--- src/sv/cle_pkg.sv ---
`default_nettype none
package cle_pkg;

    localparam logic [8:0] LINE_MAX = 9'd256;
    localparam logic [8:0] CAP_MIN  = 9'd2;

    localparam logic [7:0] CH_BS  = 8'd8;
    localparam logic [7:0] CH_LF  = 8'd10;
    localparam logic [7:0] CH_CR  = 8'd13;
    localparam logic [7:0] CH_SP  = 8'd32;
    localparam logic [7:0] CH_DEL = 8'd127;

    localparam int unsigned MAX_RES = 4;

    typedef enum logic [1:0] {
        KIND_ECHO  = 2'd0,
        KIND_STORE = 2'd1,
        KIND_DONE  = 2'd2
    } kind_t;

    typedef struct packed {
        kind_t       kind;
        logic [7:0]  data_byte;
        logic [8:0]  position;
        logic        last;
    } result_t;

    typedef struct packed {
        logic [2:0]                 count;
        result_t [MAX_RES-1:0]      res;
        logic [8:0]                 next_len;
    } decode_t;

endpackage
`default_nettype wire

--- src/sv/cle_decode.sv ---
`default_nettype none
module cle_decode
(
    input  wire logic [7:0]     in_char,
    input  wire logic [8:0]     line_len,
    input  wire logic [8:0]     line_cap,
    output cle_pkg::decode_t    dec
);

    logic [8:0] eff_cap;
    logic [8:0] limit;
    logic [8:0] len_inc;
    cle_pkg::result_t blank;

    always_comb
    begin
        if (line_cap < cle_pkg::CAP_MIN)
        begin
            eff_cap = cle_pkg::CAP_MIN;
        end
        else if (line_cap > cle_pkg::LINE_MAX)
        begin
            eff_cap = cle_pkg::LINE_MAX;
        end
        else
        begin
            eff_cap = line_cap;
        end
        limit   = 9'(eff_cap - 9'd1);
        len_inc = 9'(line_len + 9'd1);
    end

    assign blank = '{kind: cle_pkg::KIND_ECHO, data_byte: 8'd0, position: 9'd0, last: 1'b0};

    always_comb
    begin
        dec.count    = 3'd0;
        dec.res      = {cle_pkg::MAX_RES{blank}};
        dec.next_len = line_len;

        if (line_len >= limit)
        begin
            // capacity lowered mid line: drop char, close line
            dec.count  = 3'd1;
            dec.res[0] = '{cle_pkg::KIND_DONE, 8'd0, line_len, 1'b1};
            dec.next_len = 9'd0;
        end
        else if (in_char == cle_pkg::CH_CR || in_char == cle_pkg::CH_LF)
        begin
            dec.count  = 3'd4;
            dec.res[0] = '{cle_pkg::KIND_ECHO, cle_pkg::CH_CR, 9'd0, 1'b0};
            dec.res[1] = '{cle_pkg::KIND_ECHO, cle_pkg::CH_LF, 9'd0, 1'b0};
            dec.res[2] = '{cle_pkg::KIND_STORE, cle_pkg::CH_LF, line_len, 1'b0};
            dec.res[3] = '{cle_pkg::KIND_DONE, 8'd0, len_inc, 1'b1};
            dec.next_len = 9'd0;
        end
        else if (in_char == cle_pkg::CH_DEL || in_char == cle_pkg::CH_BS)
        begin
            if (line_len != 9'd0)
            begin
                dec.count  = 3'd3;
                dec.res[0] = '{cle_pkg::KIND_ECHO, cle_pkg::CH_BS, 9'd0, 1'b0};
                dec.res[1] = '{cle_pkg::KIND_ECHO, cle_pkg::CH_SP, 9'd0, 1'b0};
                dec.res[2] = '{cle_pkg::KIND_ECHO, cle_pkg::CH_BS, 9'd0, 1'b1};
                dec.next_len = 9'(line_len - 9'd1);
            end
        end
        else if (in_char >= cle_pkg::CH_SP && in_char < cle_pkg::CH_DEL)
        begin
            dec.res[0] = '{cle_pkg::KIND_STORE, in_char, line_len, 1'b0};
            if (len_inc >= limit)
            begin
                dec.count  = 3'd3;
                dec.res[1] = '{cle_pkg::KIND_ECHO, in_char, 9'd0, 1'b0};
                dec.res[2] = '{cle_pkg::KIND_DONE, 8'd0, len_inc, 1'b1};
                dec.next_len = 9'd0;
            end
            else
            begin
                dec.count  = 3'd2;
                dec.res[1] = '{cle_pkg::KIND_ECHO, in_char, 9'd0, 1'b1};
                dec.next_len = len_inc;
            end
        end
    end

endmodule
`default_nettype wire

--- src/sv/cle_out_queue.sv ---
`default_nettype none
module cle_out_queue
(
    input  wire logic               clk,
    input  wire logic               rst_n,
    input  wire logic               load_valid,
    output logic                    load_ready,
    input  wire cle_pkg::decode_t   dec,
    output logic                    out_valid,
    input  wire logic               out_ready,
    output cle_pkg::result_t        res
);

    cle_pkg::result_t [cle_pkg::MAX_RES-1:0] buf_reg;
    logic [2:0] cnt_reg;
    logic [2:0] cnt_next;
    logic [1:0] idx_reg;
    logic [1:0] idx_next;
    logic       take;
    logic       load;

    assign out_valid  = (cnt_reg != 3'd0);
    assign res        = buf_reg[idx_reg];
    assign take       = out_valid && out_ready;
    assign load_ready = !out_valid || (take && res.last);
    assign load       = load_valid && load_ready;

    always_comb
    begin
        cnt_next = cnt_reg;
        idx_next = idx_reg;
        if (load)
        begin
            cnt_next = dec.count;
            idx_next = 2'd0;
        end
        else if (take)
        begin
            idx_next = 2'(idx_reg + 2'd1);
            if (res.last)
            begin
                cnt_next = 3'd0;
            end
        end
    end

    always_ff @(posedge clk or negedge rst_n)
    begin
        if (!rst_n)
        begin
            cnt_reg <= 3'd0;
            idx_reg <= 2'd0;
        end
        else
        begin
            cnt_reg <= cnt_next;
            idx_reg <= idx_next;
        end
    end

    always_ff @(posedge clk)
    begin
        if (load)
        begin
            buf_reg <= dec.res;
        end
    end

endmodule
`default_nettype wire

--- src/sv/console_line_editor_unit.sv ---
// Console line editor. Takes one received character per request on in_*
// and emits echo, store and line-complete results on out_*, one result per
// cycle in order while out_ready is high; last marks the final result of a
// character. A character is registered, decoded combinationally against the
// running line length and dropped into a four-entry result buffer that
// drains one entry per cycle while out_ready is high, so a character holds
// the output until all of its results (0 to 4) are taken. The next
// character is taken while the buffer still drains. line_capacity is written
// through cfg_valid/cfg_ready, always ready, resets to 256 and is clamped
// to 2..256; write it only while the block is idle.
`default_nettype none
module console_line_editor_unit
(
    input  wire logic           clk,
    input  wire logic           rst_n,

    input  wire logic           cfg_valid,
    output logic                cfg_ready,
    input  wire logic [8:0]     line_capacity,

    input  wire logic           in_valid,
    output logic                in_ready,
    input  wire logic [7:0]     in_char,

    output logic                out_valid,
    input  wire logic           out_ready,
    output logic [1:0]          kind,
    output logic [7:0]          data_byte,
    output logic [8:0]          position,
    output logic                last
);

    logic [8:0]         cap_reg;
    logic [8:0]         len_reg;
    logic [7:0]         char_reg;
    logic               vld_reg;
    logic               adv;
    logic               q_ready;
    cle_pkg::decode_t   dec;
    cle_pkg::result_t   res;

    assign cfg_ready = 1'b1;
    assign adv       = vld_reg && q_ready;
    assign in_ready  = !vld_reg || q_ready;

    always_ff @(posedge clk or negedge rst_n)
    begin
        if (!rst_n)
        begin
            cap_reg <= cle_pkg::LINE_MAX;
            len_reg <= 9'd0;
            vld_reg <= 1'b0;
        end
        else
        begin
            if (cfg_valid && cfg_ready)
            begin
                cap_reg <= line_capacity;
            end
            if (adv)
            begin
                len_reg <= dec.next_len;
            end
            if (in_valid && in_ready)
            begin
                vld_reg <= 1'b1;
            end
            else if (adv)
            begin
                vld_reg <= 1'b0;
            end
        end
    end

    always_ff @(posedge clk)
    begin
        if (in_valid && in_ready)
        begin
            char_reg <= in_char;
        end
    end

    cle_decode u_decode
    (
        .in_char    (char_reg),
        .line_len   (len_reg),
        .line_cap   (cap_reg),
        .dec        (dec)
    );

    cle_out_queue u_queue
    (
        .clk        (clk),
        .rst_n      (rst_n),
        .load_valid (vld_reg),
        .load_ready (q_ready),
        .dec        (dec),
        .out_valid  (out_valid),
        .out_ready  (out_ready),
        .res        (res)
    );

    assign kind      = res.kind;
    assign data_byte = res.data_byte;
    assign position  = res.position;
    assign last      = res.last;

endmodule
`default_nettype wire

--- config.mk ---
export PLATFORM = sky130hd
export DESIGN_NAME = console_line_editor_unit
export DESIGN_NICKNAME = d
export VERILOG_FILES = /design/src/sv/cle_pkg.sv /design/src/sv/cle_decode.sv /design/src/sv/cle_out_queue.sv /design/src/sv/console_line_editor_unit.sv
export SDC_FILE = /design/constraint.sdc
export NUM_CORES = 1
export LEC_CHECK = 0
export BUFFER_PORTS_ARGS = -buffer_cell sky130_fd_sc_hd__buf_2
export CORE_ASPECT_RATIO = 1.4
export CORE_MARGIN = 1
export CORE_UTILIZATION = 30
export CTS_CLUSTER_DIAMETER = 200
export DETAILED_ROUTE_END_ITERATION = 6
export PLACE_DENSITY_LB_ADDON = 0.08
export SLEW_MARGIN = 40
export SYNTH_ARGS = -nofsm -noshare
export SYNTH_HDL_FRONTEND = slang
export SYNTH_HIERARCHICAL = 1
export SYNTH_SLANG_ARGS = --single-unit
--- constraint.sdc ---
create_clock -name clk -period 7.02 [get_ports clk]
set_input_delay 0.351 -clock clk [delete_from_list [all_inputs] [get_ports clk]]
set_output_delay 0.351 -clock clk [all_outputs]
set_load 0.1 [all_outputs]
Yosys cells after proc, flatten, opt, wreduce, memory -nomap -nowiden. Index checks and enable logic that the tools add are counted.

Bits in latches: 0. RAM bits: 0. Bits in read-only memories: 0. Output and inout bits: 23. Word-level logic and storage cells: 91. Bits of input ports: 22. Flip-flop bits (word level): 112. Memories: 0.

Div/mod/pow operators: 0. Multipliers: 0. Bitwise operators: 1. Muxes and demuxes: 26. Equality and inequality tests: 5. Reductions and logical operators: 21. $lt $le $gt $ge: 7. Shift-type cells: 0. Add/sub/neg operators: 4.

Operators with widths (number): $mux W69 (2); $mux W68 (1); $mux W63 (1); $mux W20 (3); $bmux W20 S2 (1); $mux W9 (3); $eq A8 B4 Y1 const B (3); $mux W19 (1); $ge A9 B9 Y1 (2); $mux W3 (6); $sub A9 B1 Y9 const B (2); $add A9 B1 Y9 const B (1); $gt A9 B9 Y1 const B (1); $lt A9 B2 Y1 const B (1); $reduce_bool A9 Y1 (1); $eq A8 B7 Y1 const B (1); $ge A8 B6 Y1 const B (1); $lt A8 B7 Y1 const B (1); $mux W2 (4); $reduce_bool A2 Y1 (3); $logic_and A1 B1 Y1 (5); $logic_or A1 B1 Y1 (4); $mux W1 (4); $ne A4 B2 Y1 const B (1); 9 further kinds (11).

Longest topological paths before layout.
Word-level depth: 11. Depth in mapped cells: 20. Depth with buffers taken out: 16.

Hierarchy. The synthesis kept the hierarchy.

By module, submodules not included: cle_out_queue (instances 1, cells each 140, sequential area each 2527.4 um^2, area each 3200.6 um^2); cle_decode (instances 1, cells each 295, sequential area each 0.0 um^2, area each 2011.9 um^2); console_line_editor_unit (instances 1, cells each 52, sequential area each 716.9 um^2, area each 960.9 um^2).

Worst setup path before layout. No wires, ideal clock.

Path kind: register to register. Start: register u_queue.cnt_reg[1]. End: register u_queue/buf_reg[0] in the netlist's numbering, enable pin. Slack: 1.531 ns. Required time: 6.501 ns. Arrival time: 4.970 ns. Library setup time: 0.519 ns. Path buffers: 1. Stages on the path, launching flop included: 5. Period minus slack after synthesis: 5.489 ns. Cells stage by stage: dfrtp_1 -> or3_1 -> clkbuf_1 -> o221a_2 -> nor2_1.

Cells in the longest elaborated chain, start to end: 5. Elaborated cells between the ends (all ways): 6. Classes of those cells: reduce/logical: 6.

RTL lines: start, declared (RTL line cle_out_queue.sv:15) `logic [2:0] cnt_reg;`; start signal, assigned (RTL line cle_out_queue.sv:56) `cnt_reg <= cnt_next;`; $reduce_bool A3 Y1 (*) (RTL line cle_out_queue.sv:22) `assign out_valid = (cnt_reg != 3'd0);`; via out_valid (RTL line console_line_editor_unit.sv:25) `output logic out_valid,`; $logic_and A1 B1 Y1 (RTL line cle_out_queue.sv:24) `assign take = out_valid && out_ready;`; $logic_and A1 B1 Y1 (RTL line cle_out_queue.sv:25) `assign load_ready = !out_valid || (take && res.last);`; $logic_or A1 B1 Y1 (*) (RTL line cle_out_queue.sv:25); $logic_and A1 B1 Y1 (*) (RTL line cle_out_queue.sv:26) `assign load = load_valid && load_ready;`; via u_queue.load (RTL line cle_out_queue.sv:20) `logic load;`; end signal, assigned (RTL line cle_out_queue.sv:65) `buf_reg <= dec.res;`; end, declared (RTL line cle_out_queue.sv:14) `cle_pkg::result_t [cle_pkg::MAX_RES-1:0] buf_reg;`.

Mark *: on every way through the listed nets, which the timed path passes. The rest lies on a longest branch. A chain may end at the register's enable or synchronous reset.

Worst setup path in the final report.
Start: register cap_reg[2]. End: register u_queue/buf_reg[36] in the netlist's numbering (data pin).

Cells in the longest elaborated chain, start to end: 6. Elaborated cells between the ends (all ways): 7. Classes of those cells: add/sub: 1; order compare: 3; mux: 2; reduce/logical: 1.

RTL lines: start, declared (RTL line console_line_editor_unit.sv:33) `logic [8:0] cap_reg;`; start signal, assigned (RTL line console_line_editor_unit.sv:50) `cap_reg <= cle_pkg::LINE_MAX;`; start signal, assigned (RTL line console_line_editor_unit.sv:58) `cap_reg <= line_capacity;`; $gt A9 B9 Y1 (RTL line cle_decode.sv:21) `else if (line_cap > cle_pkg::LINE_MAX)`; $mux W9 (RTL line cle_decode.sv:21); $mux W9 (*) (RTL line cle_decode.sv:17) `if (line_cap < cle_pkg::CAP_MIN)`; $sub A9 B1 Y9 (*) (RTL line cle_decode.sv:29) `limit = 9'(eff_cap - 9'd1);`; $ge A9 B9 Y1 (*) (RTL line cle_decode.sv:41) `if (line_len >= limit)`; $reduce_or A2 Y1 (no source line) (*).

Every way passes the cells marked *; elsewhere a longest branch is shown, timed or not.

==> impl_metrics.py <==
metrics = {
    "status": {
        "outcome": "complete, no violations",
    },
    "synth": {
        "synth_edf_count": 88,
        "ys_ff_latch": 112,
        "yosysSeqAreaShare": 0.526,
        "avgSynthCellArea_um2": 12.7,
        "ys_types": 75,
        "synthCells": 487,
        "async_flop_share": 0.214,
        "syn-cell-area_um2": 6170,
        "synth-main-ff-cell": "edfxtp_1",
        "synth_warnings": 6,
    },
    "detailed_routing": {
        "drtIter0Drc": 219,
        "wire_per_inst_um": 18.0,
        "via_count": 3827,
        "ant_nets": 0,
        "first_pass_iters": 4,
        "wl_um": 13800,
        "remaining_drc_errors": 0,
        "avgViaCountPerCell": 4.98,
    },
    "clocking": {
        "cts_tree": "yes",
        "clk_latency_ns": 0.37,
        "post_cts_resized": 0,
        "clockBufferDepth": 2,
        "clk_pin_slew_worst_paths_ns": 0.09,
        "hold_buffers": 0,
        "clockRootBuffer": "clkbuf_16",
        "cts_buffers": 9,
        "cts_max_level": 3,
        "cts_sinks": 112,
        "cts_setup_buffers": 0,
    },
    "grt": {
        "grt_pass1_vias": 4040,
        "grt.met1_usage": 0.173,
        "busiest_layer": "met2",
        "grtUsageMet3": 0.0232,
        "grt_pass1_wl_um": 22300,
        "globalRouteMet2Util": 0.250,
        "grt_usage": 0.142,
        "grt_antenna_before_repair": 0,
        "grt_overflow_total": 0,
        "grt_max_degree": 57,
    },
    "sta": {
        "rsz0062_at_grt": "no",
        "period_share": 0.758,
        "hold_violations": 0,
        "setup_violations": 0,
        "max_freq_mhz": 188,
        "worstMarginPinSlew_ns": 0.895,
        "finClkSkew_ns": 0.0150,
        "report.final.slew_viol_count": 0,
        "tns_ns": 0,
        "fin_crit_ns": 5.32,
        "max_slew_margin": 0.402,
        "setup_slack_ns": 1.70,
    },
    "floorplanning": {
        "die_w_um": 123,
        "start_util": 0.309,
        "fp.coreArea_um2": 20000,
        "dieArea_um2": 21200,
        "die_h_um": 172,
        "io_pins": 45,
        "fp-row-count": 61,
    },
    "finish": {
        "multi_input_area_um2": 2600,
        "nNetsFinal": 549,
        "fillers": 1996,
        "antenna_cells": 0,
        "largest_reg_flops": 80,
        "layout-drive-gt1-share": 0.258,
        "regArea_um2": 3240,
        "fin_util": 0.338,
        "syn_to_final_growth_pct": 9.61,
    },
    "placed_design": {
        "portBuffers": 43,
        "hpwl_um": 10100,
        "pre_cts_slack_ns": 1.74,
        "place_congestion": 0.804,
    },
    "setup_path": {
        "required_ns": 7.08,
        "cp-end-kind": "flip-flop",
        "crit_fanout": 17,
        "cp-start-kind": "flip-flop",
        "crit_type": "flip-flop to flip-flop",
        "critical_path_arrival_ns": 5.39,
    },
    "worst_hold_path": {
        "hold_path.class": "input pin to async pin",
    },
    "flow_run": {
        "cap_viol_max_count": 0,
    },
}
[path summary, 6_finish.rpt]
| kind | start | end | slack, ns | cells past startpoint |
|---|---|---|---|---|
| worst min-delay path | rst_n | len_reg[3]$_DFFE_PN0P_ | 0.01 | 1 |
| worst min register to register | u_queue/cnt_reg[2]$_DFFE_PN0P_ | u_queue/cnt_reg[2]$_DFFE_PN0P_ | 0.56 | 2 |
| max in group asynchronous | rst_n | len_reg[8]$_DFFE_PN0P_ | 6.57 | 1 |
| min in group clk | in_char[1] | char_reg[1]$_DFFE_PP_ | 0.17 | 1 |
| worst max register to register | cap_reg[2]$_DFFE_PN0P_ | u_queue/buf_reg[36]$_DFFE_PP_ | 1.70 | 14 |
| worst max-delay path | cap_reg[2]$_DFFE_PN0P_ | u_queue/buf_reg[36]$_DFFE_PP_ | 1.70 | 14 |
[synthesized netlist by cell type, types with 4 or more instances]
library cell,instances,share of area
mux2_2,19,0.035
nor3_1,9,0.0073
mux2i_1,4,0.0065
and2_1,10,0.010
nand2b_1,9,0.0091
or2_2,4,0.0041
or3_1,6,0.0061
inv_1,11,0.0067
edfxtp_1,88,0.43
a21o_1,9,0.011
a31oi_1,6,0.0061
buf_2,9,0.0073
dfrtp_1,23,0.093
nor2b_1,14,0.014
o21ai_0,6,0.0049
nor2_1,25,0.015
nand2_1,27,0.016
ha_1,16,0.032
xnor2_1,5,0.0071
nand3_1,9,0.0073
clkbuf_1,12,0.0073
mux4_2,19,0.069
or4_1,4,0.0049
a22o_1,4,0.0057
nor4_1,5,0.0051
a21oi_1,20,0.016
buf_4,36,0.044
o22ai_1,4,0.0041
a211oi_1,7,0.0085
[layer usage]
layer | vias to the layer above | routed length (µm)
met5 | - | 0
met4 | 0 | 225
met3 | 14 | 408
met2 | 54 | 7160
met1 | 1923 | 6020
li1 | 1836 | -
[cells by family (layout without fill, tap and decap cells)]
| kind of cell | after synthesis | count (layout) | share of synthesized area |
|---|---|---|---|
| AOI/OAI and AO/OA | 95 | 95 | 0.121 |
| xor gates and xnor gates | 7 | 7 | 0.00993 |
| adders and majority gates | 18 | 18 | 0.0359 |
| buffers and inverters | 74 | 76 | 0.0724 |
| DFF | 112 | 112 | 0.526 |
| muxes | 43 | 43 | 0.115 |
| other | 2 | 29 | 0.00122 |
| and+or+nand+nor | 136 | 136 | 0.119 |
[critical path: stages, from the launching register on]
cell,delay [ns]
dfrtp_1,0.45
or4_1,0.75
or3_1,0.41
o21ai_0,0.41
ha_1,0.41
xnor2_1,0.19
ha_1,0.29
a21o_1,0.18
a31oi_1,0.15
o2111ai_1,0.16
maj3_2,0.35
a211oi_2,0.26
o31ai_2,0.09
buf_4,0.23
nor4_1,0.69
[placed cells by master (no fill, tap or decap), types with 3 or more instances in the layout]
master | synthesis | routed
a211oi_1 | 7 | 7
a211oi_2 | 3 | 3
a21o_1 | 9 | 9
a21oi_1 | 20 | 20
a221oi_1 | 3 | 3
a22o_1 | 4 | 4
a31oi_1 | 6 | 6
and2_1 | 10 | 10
buf_2 | 9 | 43
buf_4 | 36 | 5
clkbuf_16 | 0 | 9
conb_1 | 2 | 29
dfrtp_1 | 23 | 23
edfxtp_1 | 88 | 88
ha_1 | 16 | 16
inv_1 | 11 | 11
inv_6 | 0 | 3
mux2_2 | 19 | 19
mux2i_1 | 4 | 4
mux4_2 | 19 | 19
nand2_1 | 27 | 27
nand2b_1 | 9 | 9
nand3_1 | 9 | 9
nand4_1 | 3 | 3
nor2_1 | 25 | 24
nor2b_1 | 14 | 14
nor3_1 | 9 | 9
nor4_1 | 5 | 4
o211ai_1 | 3 | 3
o21a_1 | 3 | 3
o21ai_0 | 6 | 6
o22ai_1 | 4 | 4
or2_2 | 4 | 4
or3_1 | 6 | 6
or4_1 | 4 | 4
xnor2_1 | 5 | 5
[layout make-up]
class / instances / area share
sequential: 112 / 0.479
multi-input combinational: 328 / 0.384
tap: 252 / 0.0466
timing repair buffer: 48 / 0.0374
clock buffer: 9 / 0.0333
clock inverter: 7 / 0.0128
inverter: 12 / 0.00666
[through the flow]
| step | instances | hold slack (ns) | area (µm²) |
|---|---|---|---|
| floorplan | 514 | 0.0554 | 6270 |
| global placement | 752 | 0.429 | 6450 |
| detailed placement | 752 | 0.431 | 6450 |
| CTS | 768 | 0.0325 | 6770 |
| global route | 768 | 0.0586 | 6770 |
| finish | 768 | 0.0143 | 6770 |
Power is not shown: default switching activity piles up to over one toggle a cycle in this logic, so the estimate is an artifact.
